--- config.mk ---
export PLATFORM = sky130hd
export DESIGN_NAME = arm_lsmu_queue
export DESIGN_NICKNAME = d
export VERILOG_FILES = /design/src/sv/arm_load_store_move_unit_core_defines.svh /design/src/sv/arm_lsmu_pkg.sv /design/src/sv/arm_lsmu_queue.sv
export SDC_FILE = /design/constraint.sdc
export NUM_CORES = 1
export LEC_CHECK = 0
export BUFFER_PORTS_ARGS = -buffer_cell sky130_fd_sc_hd__buf_2
export CAP_MARGIN = 20
export CORE_AREA = 2 2 133 135
export CTS_BUF_LIST = sky130_fd_sc_hd__clkbuf_4
export CTS_CLUSTER_SIZE = 12
export DETAILED_ROUTE_END_ITERATION = 16
export DIE_AREA = 0 0 135 137
export HOLD_SLACK_MARGIN = 0.15
export MAX_ROUTING_LAYER = met4
export PLACE_DENSITY = 0.69
export SYNTH_ARGS = -nofsm -noshare
export SYNTH_HDL_FRONTEND = slang
export SYNTH_SLANG_ARGS = --single-unit
export TNS_END_PERCENT = 5
--- constraint.sdc ---
create_clock -name aclk -period 6.8 [get_ports aclk]
set_clock_uncertainty 0.2 [all_clocks]
set_input_delay 0.68 -clock aclk [delete_from_list [all_inputs] [get_ports aclk]]
set_output_delay 0.68 -clock aclk [all_outputs]
set_load 0.03 [all_outputs]
--- src/sv/arm_load_store_move_unit_core_defines.svh ---
// Assertion helpers used by the back-end RTL file.
`ifndef ARM_LOAD_STORE_MOVE_UNIT_CORE_DEFINES_SVH
`define ARM_LOAD_STORE_MOVE_UNIT_CORE_DEFINES_SVH

// Check that a condition implies another in the same cycle.
`define LSMU_ASSERT_NOW(label, pre, post) \
    label: assert property (@(posedge aclk) disable iff (!aresetn) (pre) |-> (post)) \
        else $error("lsmu same-cycle check failed");

// Check that a condition implies another in the next cycle.
`define LSMU_ASSERT_NEXT(label, pre, post) \
    label: assert property (@(posedge aclk) disable iff (!aresetn) (pre) |=> (post)) \
        else $error("lsmu next-cycle check failed");

`endif

--- src/sv/arm_lsmu_pkg.sv ---
`timescale 1ns / 1ps
`default_nettype none
package arm_lsmu_pkg;

    localparam int MEM_BYTES   = 4096;
    localparam int ADDR_W      = $clog2(MEM_BYTES);
    localparam int QUEUE_DEPTH = 2;
    localparam int QPTR_W      = $clog2(QUEUE_DEPTH);

    localparam logic [3:0] SP_INDEX = 4'd13;
    localparam logic [3:0] PC_INDEX = 4'd15;

    // status codes
    localparam logic [1:0] ST_OK      = 2'd0;
    localparam logic [1:0] ST_INVALID = 2'd1;
    localparam logic [1:0] ST_FAULT   = 2'd2;

    // operation codes
    localparam logic [2:0] OP_MOV   = 3'd0;
    localparam logic [2:0] OP_MOVS  = 3'd1;
    localparam logic [2:0] OP_LOAD  = 3'd2;
    localparam logic [2:0] OP_STORE = 3'd3;
    localparam logic [2:0] OP_PUSH  = 3'd4;
    localparam logic [2:0] OP_POP   = 3'd5;

    // addressing modes
    localparam logic [2:0] MODE_BASE     = 3'd0;
    localparam logic [2:0] MODE_DISP     = 3'd1;
    localparam logic [2:0] MODE_INDEX    = 3'd2;
    localparam logic [2:0] MODE_PRE      = 3'd3;
    localparam logic [2:0] MODE_POST     = 3'd4;
    localparam logic [2:0] MODE_ABSOLUTE = 3'd5;

    localparam logic [1:0] WIDTH_WORD = 2'd2;

    typedef enum logic [2:0] {
        KIND_MOVE  = 3'd0,
        KIND_LOAD  = 3'd1,
        KIND_STORE = 3'd2,
        KIND_PUSH  = 3'd3,
        KIND_POP   = 3'd4,
        KIND_BAD   = 3'd5
    } kind_t;

    typedef struct packed {
        kind_t       kind;
        logic        set_flags;
        logic        lit;
        logic [2:0]  mode;
        logic [1:0]  last_cnt;
        logic [3:0]  rd;
        logic [3:0]  rn;
        logic [3:0]  rm;
        logic [31:0] disp;
        logic [31:0] literal;
        logic [15:0] sel;
    } cmd_t;

    // True when an access of nbytes at addr stays inside memory.
    function automatic logic in_range(input logic [31:0] addr, input logic [2:0] nbytes);
        logic [32:0] last;
        last = {1'b0, addr} + {30'b0, nbytes};
        return last <= 33'(MEM_BYTES);
    endfunction

endpackage
`default_nettype wire

--- src/sv/arm_lsmu_queue.sv ---
`timescale 1ns / 1ps
`default_nettype none
module arm_lsmu_queue
    import arm_lsmu_pkg::*;
(
    input  wire logic aclk,
    input  wire logic aresetn,
    input  wire logic push,
    input  wire cmd_t push_cmd,
    output logic      full,
    input  wire logic pop,
    output logic      empty,
    output cmd_t      pop_cmd
);
    cmd_t               slot_reg [QUEUE_DEPTH];
    logic [QPTR_W-1:0]  wr_ptr_reg;
    logic [QPTR_W-1:0]  rd_ptr_reg;
    logic [QPTR_W:0]    count_reg;

    assign full    = (count_reg == (QPTR_W+1)'(QUEUE_DEPTH));
    assign empty   = (count_reg == '0);
    assign pop_cmd = slot_reg[rd_ptr_reg];

    // store incoming commands
    always_ff @(posedge aclk) begin
        if (push) begin
            slot_reg[wr_ptr_reg] <= push_cmd;
        end
    end

    // advance pointers and occupancy
    always_ff @(posedge aclk) begin
        if (!aresetn) begin
            wr_ptr_reg <= '0;
            rd_ptr_reg <= '0;
            count_reg  <= '0;
        end else begin
            if (push) begin
                wr_ptr_reg <= wr_ptr_reg + 1'b1;
            end
            if (pop) begin
                rd_ptr_reg <= rd_ptr_reg + 1'b1;
            end
            if (push && !pop) begin
                count_reg <= count_reg + 1'b1;
            end else if (pop && !push) begin
                count_reg <= count_reg - 1'b1;
            end
        end
    end
endmodule
`default_nettype wire

# ---- Word-level counts from Yosys, hierarchy flattened
# Memory sizes are Yosys's and may differ from the RTL's. A register that Yosys moved wholly into a read port is not among the register bits.
# Cells that the tools add are included.
dict set report word_totals {
  output_inout_bits 104
  ram_bits 204
  word_cells 21
  reg_bits 4
  in_bits 106
  memories 1
}
# memory words width rd rd_clocked_by_memory_dff wr line_no
set memory_table {}
lappend memory_table {slot_reg 2 102 1 1 1 arm_lsmu_queue.sv:15} ;# cmd_t slot_reg [QUEUE_DEPTH];
dict set report classes {
  addsub 4
  n_reduce_logical 6
  n_eq_ne 1
  n_mux 6
}
# cell count
set ops {}
lappend ops {{2-to-1 mux 1 bit} 4}
lappend ops {{2-to-1 mux 2 bit} 2}
lappend ops {{adder 1 bit (second input constant)} 2}
lappend ops {{adder 2 x 1 -> 2 bit (second input constant)} 1}
lappend ops {{== test 2 bit (second input constant)} 1}
lappend ops {{logical AND 1 bit} 2}
lappend ops {{logical NOT 1 bit} 2}
lappend ops {{logical NOT 2 bit} 1}
lappend ops {{nonzero test 2 bit} 1}
lappend ops {{subtractor 2 x 1 -> 2 bit (second input constant)} 1}

# ---- Depth between registers and ports, before layout
dict set report depth {
  ltp_word 4
  mapped_depth 5
  ltp_nobuf 5
}

# ---- Worst setup path after synthesis
# Ideal clock, no wire load.
dict set report synth_timing {
  path_type {input -> register}
  from {input push}
  to {memory slot_reg[0][0] in the netlist's numbering (enable)}
  t_required_ns 6.024
  setup_time_ns 0.576
  slack_ns 0.875
  path_buffers 0
  t_arrival_ns 5.149
  stages 1
  cell_sequence {nor2b_1}
}
dict set report synth_via {
  elab_chain_cells 2
}
# item line_no
set synth_rtl {}
lappend synth_rtl {{from (decl)} arm_lsmu_queue.sv:8} ;# input wire logic push,
lappend synth_rtl {{2-to-1 mux 1 bit} arm_lsmu_queue.sv:26} ;# if (push) begin
lappend synth_rtl {{2-to-1 mux 1 bit (not written as such)} arm_lsmu_queue.sv:27} ;# slot_reg[wr_ptr_reg] <= push_cmd;
lappend synth_rtl {{to (decl)} arm_lsmu_queue.sv:15}
# Every way passes these cells.

==> summary.md <==
| Metric | Value |
|---|---|
| Status | finished, final reports clean |
| Ratio of final minimum period to clock period | 53.3% |
| Syn. warnings | 0 |
| Layout Area Growth over Synthesis | 38.3% |
| Vias | 4405 |
| Mapped Area | 7600 um2 |
| GRT Overall Usage | 16.8% |
| Sequential fraction of design power | 52.3% |
| Top-area cell type share of the netlist area | 80.6% |
| Slew margin rel. | 50.7% |
| Placer Congestion | 0.715 |
| Hold depth | 3 |
| Synth area leaders | edfxtp_1, mux2_2, buf_6 |
| Post-DP HPWL | 9020 um |
| Combinational fraction of design power | 14.4% |
| Setup Fix Bufs, Post-CTS | 0 |
| Unrepaired setup endpoints after global routing | no |
| H-tree depth | 2 |
| TNS Setup | 0 ns |
| Hold Crit Class | in -> reg |
| Die width | 135 um |
| Clock transition at the registers of the reported paths | 0.06 ns |
| Slew @ Worst Pin | 0.740 ns |
| Fin nets | 804 |
| Pwr/cell area | 276 nW/um2 |
| CTS tree | yes |
| Initial core utilization | 44.6% |
| Clock power share | 33.3% |
| Clock Path Buffers | 3 |
| Antenna viol nets, final | 0 |
| Critical Path Start Type | flop |
| DRT iter0 DRCs | 181 |
| Largest net degree at the start of global routing | 56 |
| Fill cells | 1266 |
| Vias in the first global route | 4800 |
| Detailed-route vias per instance | 4.60 |
| CP Class | reg -> out |
| HP Start | pop |
| Critical Path RT | 5.92 ns |
| Tightest hold margin | 0.231 ns |
| Switching power | 0.000725 W |
| VDD IR max | 0.218 mV |
| Hold Vio Cnt, Final | 0 |
| Synth Instances | 339 |
| First-pass GRT wire length | 23200 um |
| Final setup violation count | 0 |
| Mean post-synth cell area | 22.4 um2 |
| Max-Cap Viols | 0 |
| Core area | 17100 um2 |
| IO Port Bufs | 209 |
| Root Buffer | clkbuf_4 |
| Drt pass-1 iters | 4 |
| Residual DRC | 0 |
| Post-route minimum period | 3.62 ns |
| Die area | 18500 um2 |
| Final global-route overflow total | 0 |
| Die Span Y | 137 um |
| Pleak | 4.05 nW |
| Crit path arrival time | 2.74 ns |
| CP Max Fanout | 54 |
| F_max | 276 MHz |
| CTS sink cnt | 209 |
| Initial antenna violation count | 1 |
| Syn nets | 446 |
| Worst-Skew Late Latency | 0.60 ns |
| Sw Share | 25.0% |
| WL/cell | 16.2 um |
| Max reg flops | 204 |
| Cell Rows | 48 |
| Post-synth top area cell | edfxtp_1 |
| Number of gates resized after cts | 0 |
| R2r worst-path depth | 3 |
| Most common cell after layout, fill and taps aside | buf_2 |
| Setup crit end kind | primary output |
| IO Count | 210 |
| Register area share after synthesis | 81.9% |
| Total Wirelength | 15500 um |
| Inserted Clock Buffers | 51 |
| Distinct cells, synth | 17 |
| Slew Limit Fails | 0 |
| Most frequent cells in the layout | buf_2, edfxtp_1, dlygate4sd3_1, mux2_2, clkbuf_4 |
| Int Pwr | 0.00217 W |
| Layout cells sized above 1 | 54.1% |
| FF+latch count, synth | 209 |
| Reg2reg start | wr_ptr_reg |
## layout make-up
type	count	area, um2	share of cell area (%)
sequential	209	6230	59.2
timing repair buffer	316	2110	20.0
multi-input combinational	118	1270	12.1
clock buffer	77	578	5.50
tap	225	282	2.68
clock inverter	11	41.3	0.393
inverter	1	3.75	0.0357
antenna	1	2.50	0.0238
## synth_stat cells (all sizes together)
library cell  count
a21boi            1
and2              4
and2b             1
buf              11
dfxtp             5
edfxtp          204
ha                1
inv               1
mux2            102
nor2              1
nor2b             2
o21a              1
o21ai             1
or3               1
xnor2             1
xor2              2
## power groups by stage
stage	clock (W)	sequential (W)	combinational (W)
6_report	0.000964	0.00152	0.000419
5_1_grt	0.00107	0.00152	0.000443
3_5_place_dp	0	0.00154	0.000373
2_1_floorplan	0	0.00153	0.000271
3_3_place_gp	0	0.00154	0.000368
4_1_cts	0.000998	0.00152	0.000422
## cells by family (layout without fill, tap and decap cells)
group,count (synthesis),after routing,share of synthesized area [%]
flip-flops,209,209,81.9
multiplexers,102,102,15.1
buffers and inverters,12,405,1.51
AND/OR/NAND/NOR,9,9,0.740
AO/OA/AOI/OAI,3,3,0.263
XOR/XNOR,3,3,0.346
adder cells (fa/ha/maj),1,1,0.165
other,0,1,0
## critical path, cell delays in order, from the launching register on
cell and delay [ns]:
dfxtp_4 0.77, buf_4 0.70, mux2_2 0.42, buf_2 0.18
## per-stage QoR
| stage | setup slack, ns | utilization [%] | cell area [um2] | cells | power, W |
|---|---|---|---|---|---|
| finish | 3.18 | 61.7 | 10500 | 958 | 0.00290 |
| detailed placement | 3.79 | 52.0 | 8860 | 766 | 0.00192 |
| global placement | 3.80 | 52.0 | 8860 | 766 | 0.00191 |
| global route | 2.97 | 61.7 | 10500 | 958 | 0.00303 |
| floorplan | 0.875 | - | 7600 | 339 | 0.00181 |
| CTS | 3.07 | 61.6 | 10500 | 957 | 0.00294 |
## what timing repair did
action / CTS / global route
setup endpoints to repair: 0 / 0
endpoints found under the hold margin: 209 / 0
hold buffers: 103 / 0
## path summary, 6_finish.rpt
kind	endpoint	slack (ns)
max reg2reg	slot_reg[0][64]	4.46
min reg2reg	count_reg[1]	0.33
max	pop_cmd[83]	3.18
min	flop	0.23
## per-layer routing
layer | global-route usage [%] | vias up | wire, um
met5 | - | - | 0
met4 | 5.84 | 0 | 207
met3 | 4.96 | 21 | 956
met2 | 28.8 | 167 | 8110
met1 | 18.7 | 2112 | 6230
li1 | - | 2105 | -
(Power assumes the default switching activity.)
