--- src/sv/arm_load_store_move_unit_core_defines.svh ---
// Assertion helpers used by the back-end RTL file.
`ifndef ARM_LOAD_STORE_MOVE_UNIT_CORE_DEFINES_SVH
`define ARM_LOAD_STORE_MOVE_UNIT_CORE_DEFINES_SVH

// Check that a condition implies another in the same cycle.
`define LSMU_ASSERT_NOW(label, pre, post) \
    label: assert property (@(posedge aclk) disable iff (!aresetn) (pre) |-> (post)) \
        else $error("lsmu same-cycle check failed");

// Check that a condition implies another in the next cycle.
`define LSMU_ASSERT_NEXT(label, pre, post) \
    label: assert property (@(posedge aclk) disable iff (!aresetn) (pre) |=> (post)) \
        else $error("lsmu next-cycle check failed");

`endif

--- src/sv/arm_lsmu_pkg.sv ---
`timescale 1ns / 1ps
`default_nettype none
package arm_lsmu_pkg;

    localparam int MEM_BYTES   = 4096;
    localparam int ADDR_W      = $clog2(MEM_BYTES);
    localparam int QUEUE_DEPTH = 2;
    localparam int QPTR_W      = $clog2(QUEUE_DEPTH);

    localparam logic [3:0] SP_INDEX = 4'd13;
    localparam logic [3:0] PC_INDEX = 4'd15;

    // status codes
    localparam logic [1:0] ST_OK      = 2'd0;
    localparam logic [1:0] ST_INVALID = 2'd1;
    localparam logic [1:0] ST_FAULT   = 2'd2;

    // operation codes
    localparam logic [2:0] OP_MOV   = 3'd0;
    localparam logic [2:0] OP_MOVS  = 3'd1;
    localparam logic [2:0] OP_LOAD  = 3'd2;
    localparam logic [2:0] OP_STORE = 3'd3;
    localparam logic [2:0] OP_PUSH  = 3'd4;
    localparam logic [2:0] OP_POP   = 3'd5;

    // addressing modes
    localparam logic [2:0] MODE_BASE     = 3'd0;
    localparam logic [2:0] MODE_DISP     = 3'd1;
    localparam logic [2:0] MODE_INDEX    = 3'd2;
    localparam logic [2:0] MODE_PRE      = 3'd3;
    localparam logic [2:0] MODE_POST     = 3'd4;
    localparam logic [2:0] MODE_ABSOLUTE = 3'd5;

    localparam logic [1:0] WIDTH_WORD = 2'd2;

    typedef enum logic [2:0] {
        KIND_MOVE  = 3'd0,
        KIND_LOAD  = 3'd1,
        KIND_STORE = 3'd2,
        KIND_PUSH  = 3'd3,
        KIND_POP   = 3'd4,
        KIND_BAD   = 3'd5
    } kind_t;

    typedef struct packed {
        kind_t       kind;
        logic        set_flags;
        logic        lit;
        logic [2:0]  mode;
        logic [1:0]  last_cnt;
        logic [3:0]  rd;
        logic [3:0]  rn;
        logic [3:0]  rm;
        logic [31:0] disp;
        logic [31:0] literal;
        logic [15:0] sel;
    } cmd_t;

    // True when an access of nbytes at addr stays inside memory.
    function automatic logic in_range(input logic [31:0] addr, input logic [2:0] nbytes);
        logic [32:0] last;
        last = {1'b0, addr} + {30'b0, nbytes};
        return last <= 33'(MEM_BYTES);
    endfunction

endpackage
`default_nettype wire

--- src/sv/arm_lsmu_front.sv ---
`timescale 1ns / 1ps
`default_nettype none
module arm_lsmu_front
    import arm_lsmu_pkg::*;
(
    input  wire logic         s_tvalid,
    output logic              s_tready,
    input  wire logic [2:0]   s_tuser,
    input  wire logic [103:0] s_tdata,
    input  wire logic         q_full,
    output logic              q_push,
    output cmd_t              q_cmd
);
    logic [1:0]  width;
    logic [2:0]  mode;
    logic        use_mask;
    logic [3:0]  rd;
    logic [15:0] mask;

    // unpack the payload
    assign width    = s_tdata[1:0];
    assign mode     = s_tdata[4:2];
    assign use_mask = s_tdata[6];
    assign rd       = s_tdata[10:7];
    assign mask     = s_tdata[98:83];

    assign s_tready = !q_full;
    assign q_push   = s_tvalid && !q_full;

    // classify the transfer into a command for the back end
    always_comb begin
        q_cmd           = '0;
        q_cmd.lit       = s_tdata[5];
        q_cmd.mode      = mode;
        q_cmd.rd        = rd;
        q_cmd.rn        = s_tdata[14:11];
        q_cmd.rm        = s_tdata[18:15];
        q_cmd.disp      = s_tdata[50:19];
        q_cmd.literal   = s_tdata[82:51];
        q_cmd.sel       = use_mask ? mask : (16'd1 << rd);
        q_cmd.last_cnt  = 2'd3;
        q_cmd.set_flags = (s_tuser == OP_MOVS);
        case (s_tuser)
            OP_MOV, OP_MOVS: begin
                q_cmd.kind = KIND_MOVE;
            end
            OP_LOAD, OP_STORE: begin
                q_cmd.kind = (s_tuser == OP_LOAD) ? KIND_LOAD : KIND_STORE;
                if (width > WIDTH_WORD || mode > MODE_ABSOLUTE) begin
                    q_cmd.kind = KIND_BAD;
                end
                q_cmd.last_cnt = (width == WIDTH_WORD) ? 2'd3 : {1'b0, width[0]};
            end
            OP_PUSH: begin
                q_cmd.kind = KIND_PUSH;
            end
            OP_POP: begin
                q_cmd.kind = KIND_POP;
            end
            default: begin
                q_cmd.kind = KIND_BAD;
            end
        endcase
    end
endmodule
`default_nettype wire

--- config.mk ---
export PLATFORM = sky130hd
export DESIGN_NAME = arm_lsmu_front
export DESIGN_NICKNAME = d
export VERILOG_FILES = /design/src/sv/arm_load_store_move_unit_core_defines.svh /design/src/sv/arm_lsmu_pkg.sv /design/src/sv/arm_lsmu_front.sv
export SDC_FILE = /design/constraint.sdc
export NUM_CORES = 1
export LEC_CHECK = 0
export ABC_AREA = 1
export BUFFER_PORTS_ARGS = -buffer_cell sky130_fd_sc_hd__buf_2
export CAP_MARGIN = 15
export CORE_AREA = 3 3 81 83
export DETAILED_ROUTE_END_ITERATION = 6
export DIE_AREA = 0 0 84 86
export SETUP_SLACK_MARGIN = 0.02
export SLEW_MARGIN = 20
export SYNTH_ARGS = -nofsm -noshare
export SYNTH_HDL_FRONTEND = slang
export SYNTH_SLANG_ARGS = --single-unit
export TNS_END_PERCENT = 30
--- constraint.sdc ---
create_clock -name vclk -period 1.65
set_clock_uncertainty 0.1 [all_clocks]
set_input_delay 0.165 -clock vclk [all_inputs]
set_output_delay 0.165 -clock vclk [all_outputs]
set_load 0.03 [all_outputs]
Yosys cells after proc, flatten, opt, wreduce, memory -nomap -nowiden
Index checks and enable logic that the tools add are counted.
{ "word_totals": {"ff_bits": 0, "latch_bits": 0, "ram_bits": 0, "mem_bits_ro": 0, "in_bits": 109, "out_inout_bits": 104, "wordCells": 21, "memories": 0} }
{ "op_classes": {"n_addsub": 0, "mul": 0, "n_div": 0, "n_lt_le_gt_ge": 2, "eq_ne": 6, "n_shift": 1, "muxes": 6, "bitwise": 0, "n_reduce_logical": 6} }
{ "ops": {"columns": ["cell", "n"], "rows": [
  ["$mux 16", 1],
  ["$shl 1x4->16 const A", 1],
  ["$pmux 3 s4", 1],
  ["$eq 3x2->1 const B", 2],
  ["$eq 3x3->1 const B", 2],
  ["$mux 2", 3],
  ["$reduce_or 2->1", 2],
  ["$eq 3x1->1 const B", 1],
  ["$gt 3x3->1 const B", 1],
  ["$logic_not 3->1", 1],
  ["$mux 3", 1],
  ["$eq 2x2->1 const B", 1],
  ["$gt 2x2->1 const B", 1],
  ["$logic_and 1x1->1", 1],
  ["$logic_not 1->1", 1],
  ["$logic_or 1x1->1", 1]
]} }

Depth between registers and ports, before layout
Gate-level depths: netlist of the first run.
{ "logic_depth": {"ltp_word": 4, "ltp_mapped": 5, "mapped_depth_nobuf": 5} }

Worst setup path before layout of the first run
OpenSTA, ideal clock, no wires.
{ "synth_timing": {"kind": "in2out", "start": "in s_tdata[6]", "end": "out q_cmd[10] in the netlist's numbering", "arrival_time_ns": 1.137, "t_required_ns": 1.385, "slack_ns": 0.248, "path_stages": 4, "path_buffers": 1, "cell_sequence": "buf_6 -> inv_1 -> nand2_1 -> o21ai_0"} }
{ "synth_rtl": {"columns": ["item", "line_no", "rtl"], "rows": [
  ["from (decl)", "arm_lsmu_front.sv:9", "input wire logic [103:0] s_tdata,"],
  ["to (decl)", "arm_lsmu_front.sv:12", "output cmd_t q_cmd"]
]} }

==> metrics.md, run 1 <==
| Metric | Value |
|---|---|
| Status | complete, no violations |
| Post-synthesis mux area share | 0 |
| Max stage delay on crit path | about 400 ps |
| Initial Utilization | 0.164 |
| Number of max-cap violations | 0 |
| Met1 Use GR | 0.0608 |
| Routed WL | around 2400 µm |
| Syn avg cell area | between 6 and 7 µm² |
| Worst Hold Launch | s_tdata[59] |
| Residual DRC count | 0 |
| Crit path launch | s_tdata[10] |
| Avg WL per Cell | approximately 12 µm |
| # Post-CTS Setup Buffers | 0 |
| Yosys warns | 0 |
| Clock Power Share | 0 |
| Multi-input gate area | approximately 300 µm² |
| Critical path, cell by cell | buf_2, or2_1, o21ai_2, buf_2 |
| Post-synthesis compound-gate area fraction | 0.129 |
| Mapped Nets | ~270 |
| Crit path time final | 1340 ps |
| DP Wirelength | roughly 2100 µm |
| Pwr/cell area | between 300 and 400 mW/mm² |
| Filler cells | 692 |
| Final Slew Violations | 0 |
| Simple-gate area share of the yosys netlist | 0.188 |
| Crit Path Category | in2out |
| Max Clk Rate | between 700 and 800 MHz |
| Main combinational cell family by area after synthesis | buffers and inverters |
| First-pass GRT wire length | roughly 3500 µm |
| Worst Hold Class | in2out |
| Leak | 0.431 nW |
| Post-CTS Resized | 0 |
| Vias per cell | between 3 and 4 |
| Period utilization | 0.813 |
| Unique masters post-synth | 13 |
| RSZ-0062 raised after global routing | no |
| DR iter-0 viols | 37 |
| Setup violations, final | 0 |
| CP arrival | between 1000 and 1500 ps |
| NumNets Final | between 200 and 250 |
| Seq_cells | 0 |
| Setup crit end kind | output pin |
| Worst EP required | roughly 1400 ps |
| CP most frequent cell | buf_2 |
| Met2 usage | 0.0832 |
| Setup tns final | 0 ps |
| Height of the die | between 80 and 90 µm |
| Vias in the first global route | 699 |
| Placed insts | 209 |
| Most frequent cells in the layout | buf_2, nand2_1, inv_1, o21ai_0, nand3_1 |
| Slowest cell on the critical path | or2_1 |
| Most Used Layer, Global Route | met2 |
| Area of the mapped netlist | around 970 µm² |
| Die width | roughly 84 µm |
| Worst vdd ir | 0.0908 mV |
| Hold buffers post-CTS | 0 |
| N_diodes | 0 |
| Psw | 0.000172 W |
| Switching share of power | 0.686 |
| Initial antenna violation count | 0 |
| Router iterations before antenna repair | 4 |
| Die area | a little over 0.007 mm² |
| Slew @ Worst Pin | 484 ps |
| Worst Hold Path Cells | 0 |
| Grt total ovfl | 0 |
| Combinational Power Share | 1.000 |
| Post-synthesis sequential area ratio | 0 |
| Post-Synth Adder-Cell Area | 0 |
| Placement row count | 28 |
| Xor/xnor cell area share of the yosys netlist | 0 |
| Largest net degree at the start of global routing | 17 |
| Crit path max fanout | 8 |
| Power Total | 0.000251 W |
| Global Route Usage Sum | 0.0579 |
| Slew HR | 0.678 |
| Layout Area Growth over Synthesis | -23.3% |
| Port buffer count | 60 |
| Vias | ~770 |
| Global Route met3 Usage | 0.0231 |
| Core ar. | roughly 0.006 mm² |
| Sequential group share of total power | 0 |
| DP Area | approximately 750 µm² |
| Post-route cell area | ~750 µm² |
| Most common cell after layout, fill and taps aside | buf_2 |
| Layout cell share with drive strength beyond 1 | 0.515 |
| Final Hold Viols | 0 |
| Int Pwr | about 0.000079 W |
| Post-route insts no fill | roughly 210 |
| Clock buffer count | 0 |
| IO Count | around 210 |
| RD Place Congestion | between 0.7 and 0.8 |
| WHS Endpoint | q_cmd[24] |
| Post-route ant nets | 0 |
| Storage cell area | 0 µm² |
| CP startpoint kind | input pin |
| Cell count after synthesis | ~160 |
==> kinds of logic after synthesis <==
group | Yosys count
simple gates | 44
compound gates | 19
buf+inv | 93
==> worst max-delay path by stage <==
stage                endpoint  slack, ps  cells after the start
CTS                  q_cmd[7]        290                      4
global placement     q_cmd[7]        300                      4
floorplan           q_cmd[10]        250                      4
global route         q_cmd[7]        240                      4
detailed placement   q_cmd[7]        300                      4
finish               q_cmd[7]        310                      4
==> through the flow <==
| step | hold slack, ps | util | worst slack [ps] |
|---|---|---|---|
| 2_1_floorplan | 340 | - | 248 |
| 3_3_place_gp | 230 | 0.126 | 295 |
| 3_5_place_dp | 230 | 0.126 | 296 |
| 4_1_cts | 230 | 0.126 | 293 |
| 5_1_grt | 230 | 0.126 | 243 |
| 6_report | 230 | 0.126 | 308 |
==> cell usage after synthesis <==
cell | instances | share of area
buf_4 | 80 | 0.62
nand2_1 | 25 | 0.096
inv_1 | 10 | 0.039
o21ai_0 | 10 | 0.051
nand3_1 | 9 | 0.046
o21ai_2 | 8 | 0.072
nor2_1 | 7 | 0.027
buf_6 | 2 | 0.023
a21oi_1 | 1 | 0.0051
buf_2 | 1 | 0.0051
nand4_1 | 1 | 0.0064
nor3_1 | 1 | 0.0051
or2_1 | 1 | 0.0064
==> layer usage <==
| layer | vias to the layer above | share of wire |
|---|---|---|
| li1 | 366 | - |
| met1 | 326 | 0.34 |
| met2 | 50 | 0.43 |
| met3 | 30 | 0.13 |
| met4 | 0 | 0.097 |
| met5 | - | 0 |
==> cell type report <==
type,instances,share of cell area
Multi-Input combinational cell,63,0.412
Inverter,10,0.0503
Tap cell,75,0.126
Timing Repair Buffer,61,0.412
==> critical path: cells and delay by family <==
| family | cells | cell delay [ps] |
|---|---|---|
| buf+inv | 2 | 320 |
| compound gates | 1 | 180 |
| simple gates | 1 | 400 |
==> power groups by stage <==
stage          registers, W  logic (W)  clock network, W
3_5_place_dp              0   0.000253                 0
2_1_floorplan             0   0.000505                 0
5_1_grt                   0   0.000272                 0
4_1_cts                   0   0.000254                 0
6_report                  0   0.000251                 0
3_3_place_gp              0   0.000251                 0
Note: power is estimated with default switching activity, not from simulation.
==> inputs of run 2 (changes only) <==
- CORE_AREA: 3 3 81 83 -> 3 3 82 84
- DIE_AREA: 0 0 84 86 -> 0 0 85 87
- clock period: 1.65 -> 1.1 ns (I/O delays scaled with it)
==> metrics.md, run 2 (synthesized netlist as in run 1, its figures left out) <==
| Metric | Value |
|---|---|
| Grt total ovfl | 0 |
| Crit path max fanout | 8 |
| Vias in the first global route | 801 |
| Router iterations before antenna repair | 3 |
| Crit path time final | 1080 ps |
| Global Route Usage Sum | 0.0650 |
| Largest net degree at the start of global routing | 17 |
| Setup crit end kind | output pin |
| Die width | ~85 µm |
| Slew @ Worst Pin | between 150 and 200 ps |
| Critical path, cell by cell | buf_6, or2_4, o21ai_4, buf_6 |
| Max stage delay on crit path | roughly 320 ps |
| Final WS setup | roughly 23 ps |
| Worst vdd ir | 0.123 mV |
| Residual DRC count | 0 |
| Port buffer count | 60 |
| Status | complete, no violations |
| RD Place Congestion | 0.690 |
| Slowest cell on the critical path | or2_4 |
| Layout cell share with drive strength beyond 1 | 0.582 |
| CP startpoint kind | input pin |
| Vias per cell | around 3.9 |
| Period utilization | 0.979 |
| Height of the die | a little under 90 µm |
| Slew HR | 0.867 |
| Most common cell after layout, fill and taps aside | buf_2 |
| Worst Hold Launch | s_tdata[54] |
| Clock buffer count | 0 |
| DR iter-0 viols | 11 |
| Post-route ant nets | 0 |
| IO Count | ~210 |
| RSZ-0062 raised after global routing | yes |
| Seq_cells | 0 |
| Hold buffers post-CTS | 0 |
| Power Total | between 0.0004 and 0.0005 W |
| CP arrival | a little under 900 ps |
| Leak | about 0.45 nW |
| Avg WL per Cell | 14.0 µm |
| CP most frequent cell | buf_6 |
| Layout Area Growth over Synthesis | -12.0% |
| Most frequent cells in the layout | buf_2, nand2_1, buf_4 |
| Post-route insts no fill | between 200 and 250 |
| Core ar. | 0.00599 mm² |
| Vias | 809 |
| Die area | 0.00740 mm² |
| Initial antenna violation count | 0 |
| Setup violations, final | 0 |
| N_diodes | 0 |
| Storage cell area | 0 µm² |
| Final Slew Violations | 0 |
| Worst Hold Class | in2out |
| Filler cells | around 700 |
| DP Wirelength | 2420 µm |
| Crit Path Category | in2out |
| Max Clk Rate | 929 MHz |
| Initial Utilization | 0.162 |
| DP Worst Slack | -114 ps |
| Pwr/cell area | a little over 500 mW/mm² |
| Crit path launch | s_tdata[6] |
| Routed WL | roughly 3000 µm |
| NumNets Final | about 250 |
| Placement row count | 28 |
| Worst EP required | between 800 and 900 ps |
| Number of max-cap violations | 0 |
| Final Hold Viols | 0 |
| First-pass GRT wire length | between 3000 and 4000 µm |
| Placed insts | 210 |
-- run 2: report_power, final --
group | total, W | internal [W] | switching, W
combinational | 0.000437 | 0.000160 | 0.000278
sequential | 0 | 0 | 0
clock | 0 | 0 | 0
-- run 2: worst paths after layout --
kind / cells after the start / to
setup / recovery: 4 / q_cmd[3]
hold / removal: 0 / q_cmd[19]
-- run 2: layer usage --
layer	GRT usage	vias up	part of all wire
li1	-	364	-
met1	0.0527	359	0.29
met2	0.114	52	0.49
met3	0.0369	34	0.14
met4	0.0532	0	0.073
met5	0	-	0
-- run 2: layout make-up --
cell class,count,area (µm²),share of cell area
inverter,10,37.5,0.0438
timing repair buffer,61,382,0.445
multi-input combinational,63,344,0.401
tap,75,93.8,0.109
-- run 2: per-stage QoR --
step,util,cell area [µm²],hold WS (ps),TNS [ps]
after detailed placement,0.128,767,120,-772
final,0.143,857,120,0
after global routing,0.143,857,120,-36.8
after CTS,0.136,816,120,0
after global placement,0.128,767,120,-906
after floorplan,-,973,230,-1530
-- run 2: timing repair --
item / in CTS / in global routing
hold endpoints to repair: 0 / 0
cloned: 0 / 0
setup endpoints to repair: 15 / 16
pin swaps: 2 / 2
gates resized for setup: 23 / 23
setup buffers: 0 / 0
-- run 2: worst max-delay path: cells and delay by family --
family / cells / cell delay, ps
AO/OA/AOI/OAI: 1 / 190
buffers and inverters: 2 / 240
AND/OR/NAND/NOR: 1 / 320
